File: src/rtl/cscd_pkg.sv
`default_nettype none

package cscd_pkg;

   localparam int TRACK_BITS   = 16;
   localparam int MAX_REQUESTS = 32;
   localparam int STORE_DEPTH  = MAX_REQUESTS + 3;
   localparam int CNT_BITS     = $clog2(STORE_DEPTH + 1);
   localparam int PTR_BITS     = $clog2(STORE_DEPTH);
   localparam int QUEUE_DEPTH  = 2;
   localparam int QPTR_BITS    = (QUEUE_DEPTH > 1) ? $clog2(QUEUE_DEPTH) : 1;
   localparam int QCNT_BITS    = $clog2(QUEUE_DEPTH + 1);

   localparam int CSR_INDEX_BITS = 2;
   localparam logic [CSR_INDEX_BITS-1:0] CSR_HEAD_POSITION  = 2'd0;
   localparam logic [CSR_INDEX_BITS-1:0] CSR_END_TRACK      = 2'd1;
   localparam logic [CSR_INDEX_BITS-1:0] CSR_DIRECTION_DOWN = 2'd2;

   localparam logic [TRACK_BITS-1:0] HEAD_POSITION_RESET = '0;
   localparam logic [TRACK_BITS-1:0] END_TRACK_RESET     = '1;

   typedef struct packed {
      logic [TRACK_BITS-1:0] track;
      logic                  last;
   } req_type;

   typedef struct packed {
      logic [TRACK_BITS-1:0] track_res;
      logic                  last_res;
   } rsp_type;

   typedef struct packed {
      logic [TRACK_BITS-1:0] head_position;
      logic [TRACK_BITS-1:0] end_track;
      logic                  direction_down;
   } cfg_type;

   typedef struct packed {
      logic    valid;
      req_type word;
   } qlink_type;

   typedef struct packed {
      logic                emitting;
      logic [CNT_BITS-1:0] count;
   } bk_stat_type;

endpackage

`default_nettype wire

File: src/rtl/cscd_front.sv
`default_nettype none

module cscd_front (
   input  wire logic                clock,
   input  wire logic                reset,
   input  wire logic                start,
   input  wire cscd_pkg::req_type   req_data,
   output logic                     busy,
   output cscd_pkg::qlink_type      q_link,
   input  wire logic                q_pop
);
   import cscd_pkg::*;

   req_type                word_ff [QUEUE_DEPTH];
   logic [QPTR_BITS-1:0]   wr_ff, wr_in;
   logic [QPTR_BITS-1:0]   rd_ff, rd_in;
   logic [QCNT_BITS-1:0]   fill_ff, fill_in;
   logic                   push;
   logic                   pop;

   assign busy         = (fill_ff == QCNT_BITS'(QUEUE_DEPTH));
   assign push         = start && !busy;
   assign pop          = q_pop && (fill_ff != '0);
   assign q_link.valid = (fill_ff != '0);
   assign q_link.word  = word_ff[rd_ff];

   always_comb begin
      wr_in   = wr_ff;
      rd_in   = rd_ff;
      fill_in = fill_ff;
      if (push) begin
         wr_in = (wr_ff == QPTR_BITS'(QUEUE_DEPTH - 1)) ? '0 : wr_ff + 1'b1;
      end
      if (pop) begin
         rd_in = (rd_ff == QPTR_BITS'(QUEUE_DEPTH - 1)) ? '0 : rd_ff + 1'b1;
      end
      if (push && !pop) begin
         fill_in = fill_ff + 1'b1;
      end else if (pop && !push) begin
         fill_in = fill_ff - 1'b1;
      end
   end

   always_ff @(posedge clock) begin
      if (reset) begin
         wr_ff   <= '0;
         rd_ff   <= '0;
         fill_ff <= '0;
      end else begin
         wr_ff   <= wr_in;
         rd_ff   <= rd_in;
         fill_ff <= fill_in;
      end
   end

   always_ff @(posedge clock) begin
      if (push) begin
         word_ff[wr_ff] <= req_data;
      end
   end

endmodule

`default_nettype wire

File: src/rtl/cscd_back.sv
`default_nettype none

module cscd_back (
   input  wire logic                clock,
   input  wire logic                reset,
   input  wire cscd_pkg::qlink_type q_link,
   output logic                     q_pop,
   input  wire cscd_pkg::cfg_type   cfg,
   output logic                     rsp_strobe,
   output cscd_pkg::rsp_type        rsp_data,
   output cscd_pkg::bk_stat_type    stat
);
   import cscd_pkg::*;

   typedef enum logic [6:0] {
      ST_IDLE = 7'b0000001,
      ST_END  = 7'b0000010,
      ST_ZERO = 7'b0000100,
      ST_SCAN = 7'b0001000,
      ST_HEAD = 7'b0010000,
      ST_SEEK = 7'b0100000,
      ST_EMIT = 7'b1000000
   } back_state_type;

   back_state_type          state_ff, state_in;
   logic [TRACK_BITS-1:0]   cell_ff [STORE_DEPTH];
   logic [TRACK_BITS-1:0]   cell_in [STORE_DEPTH];
   logic [CNT_BITS-1:0]     count_ff, count_in;
   logic [CNT_BITS-1:0]     emit_ff, emit_in;
   logic [PTR_BITS-1:0]     slot_ff, slot_in;
   logic [PTR_BITS-1:0]     slot_up, slot_dn;
   logic                    found_ff, found_in;
   logic                    rsp_strobe_ff, rsp_strobe_in;
   rsp_type                 rsp_ff, rsp_in;
   logic                    ins_en;
   logic [TRACK_BITS-1:0]   ins_val;
   logic                    rot_left, rot_right;
   logic [STORE_DEPTH-1:0]  gt;
   logic [STORE_DEPTH-1:0]  gt_prev;
   logic                    valid0, valid1, hit0, hit1;
   logic                    stop_seek, emit_last;

   assign slot_up   = (slot_ff == PTR_BITS'(STORE_DEPTH - 1)) ? '0 : slot_ff + 1'b1;
   assign slot_dn   = (slot_ff == '0) ? PTR_BITS'(STORE_DEPTH - 1) : slot_ff - 1'b1;
   assign valid0    = CNT_BITS'(slot_ff) < count_ff;
   assign valid1    = CNT_BITS'(slot_up) < count_ff;
   assign hit0      = valid0 && (cell_ff[0] == cfg.head_position);
   assign hit1      = valid1 && (cell_ff[1] == cfg.head_position);
   assign stop_seek = hit0 && ((slot_ff == PTR_BITS'(STORE_DEPTH - 1)) || !hit1);
   assign emit_last = valid0 && ((emit_ff + 1'b1) == count_ff);
   assign gt_prev   = {gt[STORE_DEPTH-2:0], 1'b0};

   always_comb begin
      state_in      = state_ff;
      count_in      = count_ff;
      emit_in       = emit_ff;
      slot_in       = slot_ff;
      found_in      = found_ff;
      ins_en        = 1'b0;
      ins_val       = '0;
      rot_left      = 1'b0;
      rot_right     = 1'b0;
      q_pop         = 1'b0;
      rsp_strobe_in = 1'b0;
      rsp_in.track_res = cell_ff[0];
      rsp_in.last_res  = emit_last;
      unique case (state_ff)
         ST_IDLE: begin
            if (q_link.valid) begin
               q_pop = 1'b1;
               if (count_ff < CNT_BITS'(MAX_REQUESTS)) begin
                  ins_en  = 1'b1;
                  ins_val = q_link.word.track;
               end
               if (q_link.word.last) begin
                  state_in = ST_END;
               end
            end
         end
         ST_END: begin
            ins_en   = 1'b1;
            ins_val  = cfg.end_track;
            state_in = ST_ZERO;
         end
         ST_ZERO: begin
            ins_en   = 1'b1;
            ins_val  = '0;
            slot_in  = '0;
            found_in = 1'b0;
            state_in = ST_SCAN;
         end
         ST_SCAN: begin
            rot_left = 1'b1;
            slot_in  = slot_up;
            found_in = found_ff || hit0;
            if (slot_ff == PTR_BITS'(STORE_DEPTH - 1)) begin
               state_in = (found_ff || hit0) ? ST_SEEK : ST_HEAD;
            end
         end
         ST_HEAD: begin
            ins_en   = 1'b1;
            ins_val  = cfg.head_position;
            state_in = ST_SEEK;
         end
         ST_SEEK: begin
            if (stop_seek) begin
               emit_in  = '0;
               state_in = ST_EMIT;
            end else begin
               rot_left = 1'b1;
               slot_in  = slot_up;
            end
         end
         ST_EMIT: begin
            if (cfg.direction_down) begin
               rot_right = 1'b1;
               slot_in   = slot_dn;
            end else begin
               rot_left = 1'b1;
               slot_in  = slot_up;
            end
            if (valid0) begin
               rsp_strobe_in = 1'b1;
               emit_in       = emit_ff + 1'b1;
               if (emit_last) begin
                  count_in = '0;
                  slot_in  = '0;
                  state_in = ST_IDLE;
               end
            end
         end
         default: begin
            state_in = ST_IDLE;
         end
      endcase
      if (ins_en && (count_ff < CNT_BITS'(STORE_DEPTH))) begin
         count_in = count_ff + 1'b1;
      end
   end

   for (genvar i = 0; i < STORE_DEPTH; i++) begin : g_cell
      localparam int NEXT = (i + 1) % STORE_DEPTH;
      localparam int PREV = (i + STORE_DEPTH - 1) % STORE_DEPTH;

      assign gt[i] = (CNT_BITS'(i) < count_ff) && (cell_ff[i] > ins_val);

      always_comb begin
         cell_in[i] = cell_ff[i];
         if (ins_en) begin
            if (gt[i] || (CNT_BITS'(i) == count_ff)) begin
               cell_in[i] = gt_prev[i] ? cell_ff[PREV] : ins_val;
            end
         end else if (rot_left) begin
            cell_in[i] = cell_ff[NEXT];
         end else if (rot_right) begin
            cell_in[i] = cell_ff[PREV];
         end
      end

      always_ff @(posedge clock) begin
         cell_ff[i] <= cell_in[i];
      end
   end

   always_ff @(posedge clock) begin
      if (reset) begin
         state_ff      <= ST_IDLE;
         count_ff      <= '0;
         emit_ff       <= '0;
         slot_ff       <= '0;
         found_ff      <= 1'b0;
         rsp_strobe_ff <= 1'b0;
      end else begin
         state_ff      <= state_in;
         count_ff      <= count_in;
         emit_ff       <= emit_in;
         slot_ff       <= slot_in;
         found_ff      <= found_in;
         rsp_strobe_ff <= rsp_strobe_in;
      end
      rsp_ff <= rsp_in;
   end

   assign rsp_strobe    = rsp_strobe_ff;
   assign rsp_data      = rsp_ff;
   assign stat.emitting = (state_ff == ST_EMIT);
   assign stat.count    = count_ff;

endmodule

`default_nettype wire

File: src/rtl/cscd_disk_request_order_top_placeholder.sv
`default_nettype none

module cscd_csr (
   input  wire logic                                  clock,
   input  wire logic                                  reset,
   input  wire logic                                  csr_valid,
   input  wire logic [cscd_pkg::CSR_INDEX_BITS-1:0]   csr_index,
   input  wire logic [cscd_pkg::TRACK_BITS-1:0]       csr_data,
   output cscd_pkg::cfg_type                          cfg
);
   import cscd_pkg::*;

   cfg_type cfg_ff, cfg_in;

   always_comb begin
      cfg_in = cfg_ff;
      if (csr_valid) begin
         unique case (csr_index)
            CSR_HEAD_POSITION:  cfg_in.head_position  = csr_data;
            CSR_END_TRACK:      cfg_in.end_track      = csr_data;
            CSR_DIRECTION_DOWN: cfg_in.direction_down = csr_data[0];
            default:            cfg_in = cfg_ff;
         endcase
      end
   end

   always_ff @(posedge clock) begin
      if (reset) begin
         cfg_ff.head_position  <= HEAD_POSITION_RESET;
         cfg_ff.end_track      <= END_TRACK_RESET;
         cfg_ff.direction_down <= 1'b0;
      end else begin
         cfg_ff <= cfg_in;
      end
   end

   assign cfg = cfg_ff;

endmodule

`default_nettype wire

File: src/rtl/cscan_disk_request_order.sv
// C-SCAN request ordering. Requests are sent on req_data with start while busy is low; a
// two-word queue decouples intake from the sorter, which inserts one request per cycle into
// an ascending row of 35 cells while no closed batch is being sorted or sent (requests past
// 32 in a batch are dropped). The word with last set closes the batch: end track and track 0
// are inserted, a full rotation of the cell row checks for the head track, the head is
// inserted if missing, the row is rotated to the last entry equal to the head, and then its n
// entries come out on rsp_data, one per cycle while the order needs no wrap; a wrap passes
// the 35 - n empty cells in either direction. rsp_strobe marks each word for exactly one
// cycle and the receiver cannot stall it; last_res flags the final word. Requests of the
// next batch queue up during output and busy rises when the queue is full. csr_ready is
// always high; write configuration only while no batch closed by last is still being
// sorted or sent.
`default_nettype none

module cscan_disk_request_order (
   input  wire logic                                  clock,
   input  wire logic                                  reset,
   input  wire logic                                  start,
   output logic                                       busy,
   input  wire cscd_pkg::req_type                     req_data,
   input  wire logic                                  csr_valid,
   output logic                                       csr_ready,
   input  wire logic [cscd_pkg::CSR_INDEX_BITS-1:0]   csr_index,
   input  wire logic [cscd_pkg::TRACK_BITS-1:0]       csr_data,
   output logic                                       rsp_strobe,
   output cscd_pkg::rsp_type                          rsp_data
);
   import cscd_pkg::*;

   cfg_type     cfg;
   qlink_type   q_link;
   logic        q_pop;
   bk_stat_type bk_stat;

   assign csr_ready = 1'b1;

   cscd_csr u_csr (
      .clock     (clock),
      .reset     (reset),
      .csr_valid (csr_valid && csr_ready),
      .csr_index (csr_index),
      .csr_data  (csr_data),
      .cfg       (cfg)
   );

   cscd_front u_front (
      .clock    (clock),
      .reset    (reset),
      .start    (start),
      .req_data (req_data),
      .busy     (busy),
      .q_link   (q_link),
      .q_pop    (q_pop)
   );

   cscd_back u_back (
      .clock      (clock),
      .reset      (reset),
      .q_link     (q_link),
      .q_pop      (q_pop),
      .cfg        (cfg),
      .rsp_strobe (rsp_strobe),
      .rsp_data   (rsp_data),
      .stat       (bk_stat)
   );

   a_last_gap: assert property (@(posedge clock) disable iff (reset)
      rsp_strobe && rsp_data.last_res |=> !rsp_strobe)
      else $error("word strobed right after the final word");

   a_emit_run: assert property (@(posedge clock) disable iff (reset)
      rsp_strobe && !rsp_data.last_res |-> bk_stat.emitting)
      else $error("output ended before the final word");

   a_count: assert property (@(posedge clock) disable iff (reset)
      bk_stat.count <= CNT_BITS'(STORE_DEPTH))
      else $error("entry count beyond store depth");

   a_reset: assert property (@(posedge clock)
      reset |=> !rsp_strobe && !busy)
      else $error("strobe or busy after reset");

endmodule

`default_nettype wire

File: config.mk
export PLATFORM = sky130hd
export DESIGN_NAME = cscan_disk_request_order
export DESIGN_NICKNAME = d
export VERILOG_FILES = /design/src/rtl/cscd_pkg.sv /design/src/rtl/cscd_front.sv /design/src/rtl/cscd_back.sv /design/src/rtl/cscd_disk_request_order_top_placeholder.sv /design/src/rtl/cscan_disk_request_order.sv
export SDC_FILE = /design/constraint.sdc
export NUM_CORES = 2
export LEC_CHECK = 0
export ABC_AREA = 1
export BUFFER_PORTS_ARGS = -buffer_cell sky130_fd_sc_hd__buf_2
export CELL_PAD_IN_SITES_DETAIL_PLACEMENT = 1
export CELL_PAD_IN_SITES_GLOBAL_PLACEMENT = 1
export CORE_MARGIN = 8
export CORE_UTILIZATION = 45
export DETAILED_ROUTE_END_ITERATION = 8
export GPL_TIMING_DRIVEN = 0
export HOLD_SLACK_MARGIN = 0.1
export PLACE_DENSITY_LB_ADDON = 0.1
export SLEW_MARGIN = 20
export SYNTH_ARGS = -nofsm -noshare
export SYNTH_HDL_FRONTEND = slang
export SYNTH_SLANG_ARGS = --single-unit
export TNS_END_PERCENT = 1
File: constraint.sdc
create_clock -name clock -period 12.1 [get_ports clock]
set_input_delay 1.21 -clock clock [delete_from_list [all_inputs] [get_ports clock]]
set_output_delay 1.21 -clock clock [all_outputs]
set_load 0.01 [all_outputs]
==> impl_table.tex <==
\begin{tabular}{lr}
\hline
Metric & Value \\
\hline
\multicolumn{2}{l}{\textbf{Drt}} \\
WL per Instance & around 30 um \\
Remaining design rule violation count & 0 \\
Wirelength, routed & slightly below 300000 um \\
Starting DRT DRC Count & 8216 \\
Vias & 63400 \\
Average via count per standard cell & $\sim$6.4 \\
Number of nets with antenna violations after detailed routing & 0 \\
Detailed-routing iteration count for the pre-antenna-repair pass & 8 \\
\multicolumn{2}{l}{\textbf{Synthesis}} \\
Unique masters post-synth & 61 \\
Synthesized netlist net count & approximately 8600 \\
Sequential-to-total area share from yosys stat & between 30\% and 40\% \\
Post-synthesis area per instance & between 7 and 8 sq um \\
Main synth FF type & sky130\_fd\_sc\_hd\_\_edfxtp\_1 \\
Number of enable flip-flop cells after synthesis & approximately 590 \\
Async set or reset register ratio after synthesis & 0\% \\
Total of flip-flops plus latches after synthesis & around 680 \\
Area of the mapped netlist & approximately 57000 sq um \\
Synthesis warning total & 0 \\
Number of instances in the synthesized netlist & 7962 \\
\multicolumn{2}{l}{\textbf{Floorplanning}} \\
Initial standard-cell utilization of the core & about 45\% \\
Core area & between 100000 and 150000 sq um \\
Vert. Die Dim & $\sim$370 um \\
Die area & 139000 sq um \\
Row cnt & roughly 130 \\
Horizontal die dimension & 373 um \\
IO Pins & 59 \\
\multicolumn{2}{l}{\textbf{Cells and area}} \\
Utilization of the core after routing & approximately 50\% \\
NumNets Final & $\sim$8800 \\
Filler cells & approximately 16000 \\
Most used cells in the layout excluding fill and tap cells & 2363 x sky130\_fd\_sc\_hd\_\_nand2\_1, 1985 x sky130\_fd\_sc\_hd\_\_nand3\_1, 743 x sky130\_fd\_sc\_hd\_\_inv\_1 \\
Syn-to-layout area delta & 10.4\% \\
Layout cells sized above 1 & around 7\% \\
Post-layout instance count excluding filler cells & 9873 \\
Sequential standard cell area & between 15000 and 20000 sq um \\
Most common library cell in the layout ignoring fill and taps & sky130\_fd\_sc\_hd\_\_nand2\_1 \\
Area of the multi-input gates & 32600 sq um \\
\multicolumn{2}{l}{\textbf{Placed design}} \\
Count of placed standard cells including taps & between 9000 and 10000 \\
Worst setup slack before clock tree synthesis & approximately 5.8 ns \\
RD Place Congestion & roughly 1.0 \\
Port-buffer cells & 57 \\
Final HPWL DP & between 200000 and 250000 um \\
\multicolumn{2}{l}{\textbf{Pwr}} \\
Leakage power figure & just over 30 nW \\
PD cells & $\sim$240 nW/um\^{}2 \\
Power dissipated by switching net loads & $\sim$0.0080 W \\
Worst VDD drop & $\sim$0.25 mV \\
Total chip power & between 0.015 and 0.02 W \\
Portion of total power attributed to sequential cells & a little under a quarter \\
P\_int & roughly 0.0072 W \\
Switching share of power & 52.7\% \\
Combinational group share of total power & 58.5\% \\
Power share of the clock group & roughly a fifth \\
\multicolumn{2}{l}{\textbf{Global routing}} \\
Overflow left after global routing & 0 \\
Largest net degree at the start of global routing & 43 \\
Initial antenna violation count & 15 \\
Number of global-route vias before repair & $\sim$63000 \\
First-pass GRT wire length & approximately 430000 um \\
Tot GR Track Use & between 40\% and 50\% \\
\multicolumn{2}{l}{\textbf{Worst hold path}} \\
Start point of the worst min-delay path & u\_csr.cfg[12] \\
Worst hold path endpoint & u\_csr.cfg[12] \\
HP Class & reg2reg \\
Hold Path Depth & 2 \\
\multicolumn{2}{l}{\textbf{STA}} \\
Slew Limit Headroom & about 14\% \\
Max-slew violations & 0 \\
Endpoints failing setup & 0 \\
Final worst path period share & $\sim$55\% \\
Fin Clk Skew & roughly 0.021 ns \\
Unrepaired setup endpoints after global routing & false \\
Minimum setup slack in the final design & $\sim$5.5 ns \\
Minimum clock period after layout & around 6.6 ns \\
Sum Neg Setup Slack & 0 ns \\
Transition at the pin with the smallest max-transition slack & between 1 and 1.5 ns \\
Max Clock Freq & 151 MHz \\
Count of final hold-check violations & 0 \\
\multicolumn{2}{l}{\textbf{Clock tree}} \\
CTS-repair resized insts & 0 \\
CTS max path bufs & 3 \\
Number of clock sinks & between 600 and 700 \\
Setup bufs post-CTS & 0 \\
Inserted Clock Buffers & around 90 \\
CTS tree & built \\
H-tree level count & 3 \\
Clock slew at reported path FFs & approximately 0.060 ns \\
Insertion delay to the later sink of the worst-skew pair & 0.75 ns \\
Post-CTS Hold Fix Bufs & 0 \\
Clock root buffer master & sky130\_fd\_sc\_hd\_\_clkbuf\_16 \\
\multicolumn{2}{l}{\textbf{Worst setup path}} \\
End of the worst register-to-register path & u\_back.cell\_ff[1][6] \\
Type of the worst setup path & reg2reg \\
Critical path's most frequent cell & sky130\_fd\_sc\_hd\_\_nand2\_1 \\
Critical path data required time & 12.37 ns \\
Depth of the most critical reg-to-reg path & 19 \\
Worst-path fanout max & 17 \\
Largest stage delay on the critical path & about 0.97 ns \\
Setup slack, reg-to-reg & between 5 and 6 ns \\
Startpoint kind of the worst setup timing path & flip-flop \\
Reg-to-reg startpoint & u\_back.state\_ff[2] \\
Cell-by-cell listing of the critical path & inv\_1 -> nand2\_1 -> nor2\_2 -> nand4\_2 -> clkbuf\_1 -> o22ai\_1 -> nor2\_2 -> buf\_4 -> ha\_1 -> nand2\_1 -> nor2\_1 -> nand4\_1 -> nor4\_1 -> a21oi\_2 -> nand2\_1 -> buf\_2 -> o31ai\_1 -> nand2\_1 -> nand2\_1 \\
Standard cell with the maximum stage delay on the critical path & sky130\_fd\_sc\_hd\_\_nor2\_2 \\
Endpoint type of the worst setup path & flip-flop \\
Crit path arrival time & between 6 and 7 ns \\
\multicolumn{2}{l}{\textbf{Flow run}} \\
Count of max-cap constraint violations & 0 \\
\multicolumn{2}{l}{\textbf{Run status}} \\
Run status & finished, final reports clean \\
\hline
\end{tabular}
[cells by family after synthesis]
logic type                 Yosys count  share of synthesized area, %
adders and majority gates          579                          12.6
other                                1                       0.00654
DFF                                676                          34.0
AOI/OAI and AO/OA                  764                          7.99
xor gates and xnor gates            23                         0.351
buffers and inverters             1246                          9.36
and+or+nand+nor                   4673                          35.7
[synth_stat cells, types with 3 or more instances]
cell type | instances | area [sq um]
sky130_fd_sc_hd__a211oi_1 | 16 | 120
sky130_fd_sc_hd__a21o_1 | 4 | 30.0
sky130_fd_sc_hd__a21oi_1 | 329 | 1650
sky130_fd_sc_hd__a21oi_2 | 13 | 114
sky130_fd_sc_hd__a22oi_1 | 3 | 22.5
sky130_fd_sc_hd__a31oi_1 | 5 | 31.3
sky130_fd_sc_hd__a31oi_2 | 5 | 62.6
sky130_fd_sc_hd__a31oi_4 | 3 | 63.8
sky130_fd_sc_hd__a32oi_2 | 3 | 48.8
sky130_fd_sc_hd__a41oi_1 | 3 | 26.3
sky130_fd_sc_hd__buf_1 | 27 | 101
sky130_fd_sc_hd__buf_2 | 183 | 916
sky130_fd_sc_hd__buf_4 | 37 | 278
sky130_fd_sc_hd__buf_6 | 42 | 473
sky130_fd_sc_hd__clkbuf_1 | 199 | 747
sky130_fd_sc_hd__dfxtp_1 | 82 | 1640
sky130_fd_sc_hd__edfxtp_1 | 594 | 17800
sky130_fd_sc_hd__ha_1 | 579 | 7240
sky130_fd_sc_hd__inv_1 | 744 | 2790
sky130_fd_sc_hd__inv_2 | 10 | 37.5
sky130_fd_sc_hd__nand2_1 | 2363 | 8870
sky130_fd_sc_hd__nand2_2 | 14 | 87.6
sky130_fd_sc_hd__nand3_1 | 1985 | 9930
sky130_fd_sc_hd__nand3b_1 | 3 | 22.5
sky130_fd_sc_hd__nand4_1 | 69 | 432
sky130_fd_sc_hd__nor2_1 | 176 | 661
sky130_fd_sc_hd__nor2_2 | 8 | 50.1
sky130_fd_sc_hd__nor2_4 | 5 | 56.3
sky130_fd_sc_hd__nor3_1 | 16 | 80.1
sky130_fd_sc_hd__nor3b_1 | 13 | 97.6
sky130_fd_sc_hd__nor4_1 | 7 | 43.8
sky130_fd_sc_hd__nor4b_1 | 3 | 26.3
sky130_fd_sc_hd__o211a_1 | 15 | 150
sky130_fd_sc_hd__o211ai_1 | 123 | 923
sky130_fd_sc_hd__o21a_1 | 4 | 30.0
sky130_fd_sc_hd__o21ai_0 | 202 | 1010
sky130_fd_sc_hd__o21ai_1 | 7 | 35.0
sky130_fd_sc_hd__o21bai_1 | 8 | 60.1
sky130_fd_sc_hd__o22ai_1 | 9 | 56.3
sky130_fd_sc_hd__o31ai_1 | 3 | 22.5
sky130_fd_sc_hd__xnor2_1 | 4 | 35.0
sky130_fd_sc_hd__xor2_1 | 19 | 166
[critical path: cells and delay by family, from the launching register on]
family          cells  cell delay [ns]
buf+inv             4             1.48
simple gates       11             3.46
fa+ha+maj           1             0.23
flops               1             0.37
compound gates      3             0.48
[power by group through the flow]
stage / logic [W] / registers, W / clock network [W]
after detailed placement: 0.00843 / 0.00350 / 0
after CTS: 0.00849 / 0.00346 / 0.00281
after global routing: 0.00936 / 0.00349 / 0.00289
final: 0.00886 / 0.00347 / 0.00283
after global placement: 0.00790 / 0.00349 / 0
after floorplan: 0.00487 / 0.00340 / 0
[per-stage QoR]
| step | hold WS, ns | area, sq um |
|---|---|---|
| final | 0.465 | 63300 |
| after global placement | 0.443 | 59700 |
| after detailed placement | 0.453 | 60400 |
| after floorplan | 0.389 | 57300 |
| after CTS | 0.469 | 63300 |
| after global routing | 0.488 | 63300 |
[sequential cells by signal, summed over array words and instances, names as in the netlist, named ones only]
| name | count |
|---|---|
| u_back.rsp_strobe | 1 |
| u_back.state_ff | 7 |
| u_back.cell_ff | 560 |
| u_front.rd_ff | 1 |
| u_back.slot_ff | 6 |
| u_front.fill_ff | 2 |
| u_back.count_ff | 6 |
| u_front.wr_ff | 1 |
| u_back.found_ff | 1 |
| u_front.word_ff | 34 |
| u_back.emit_ff | 6 |
| u_back.rsp_data | 17 |
| u_csr.cfg | 33 |
[how the worst max path moves through the flow]
stage / end / slack (ns) / from
2_1_floorplan: u_back.cell_ff[28][0] / 7.54 / u_back.state_ff[5]
3_3_place_gp: u_back.cell_ff[28][11] / 4.51 / u_back.state_ff[4]
3_5_place_dp: u_back.cell_ff[26][6] / 5.80 / u_back.state_ff[5]
4_1_cts: u_back.cell_ff[26][7] / 5.71 / u_back.state_ff[2]
5_1_grt: u_back.cell_ff[7][11] / 5.39 / u_back.state_ff[5]
6_report: u_back.cell_ff[1][6] / 5.48 / u_back.state_ff[2]
[routing by layer]
layer / part of all wire [%] / global-route usage [%]
met1: 40 / 53.1
met2: 42 / 62.0
met3: 11 / 9.49
met4: 7.0 / 23.4
met5: 0.027 / 0
[area by class of cell]
type	instances	share of cell area, %
Inverter	757	4.50
Clock inverter	46	0.893
Sequential cell	676	30.8
Tap cell	1662	3.28
Antenna cell	8	0.0316
Timing Repair Buffer	80	1.25
Buffer	489	4.04
Clock buffer	115	3.75
Multi-Input combinational cell	6040	51.5
Note: power is estimated with default switching activity, not from simulation.
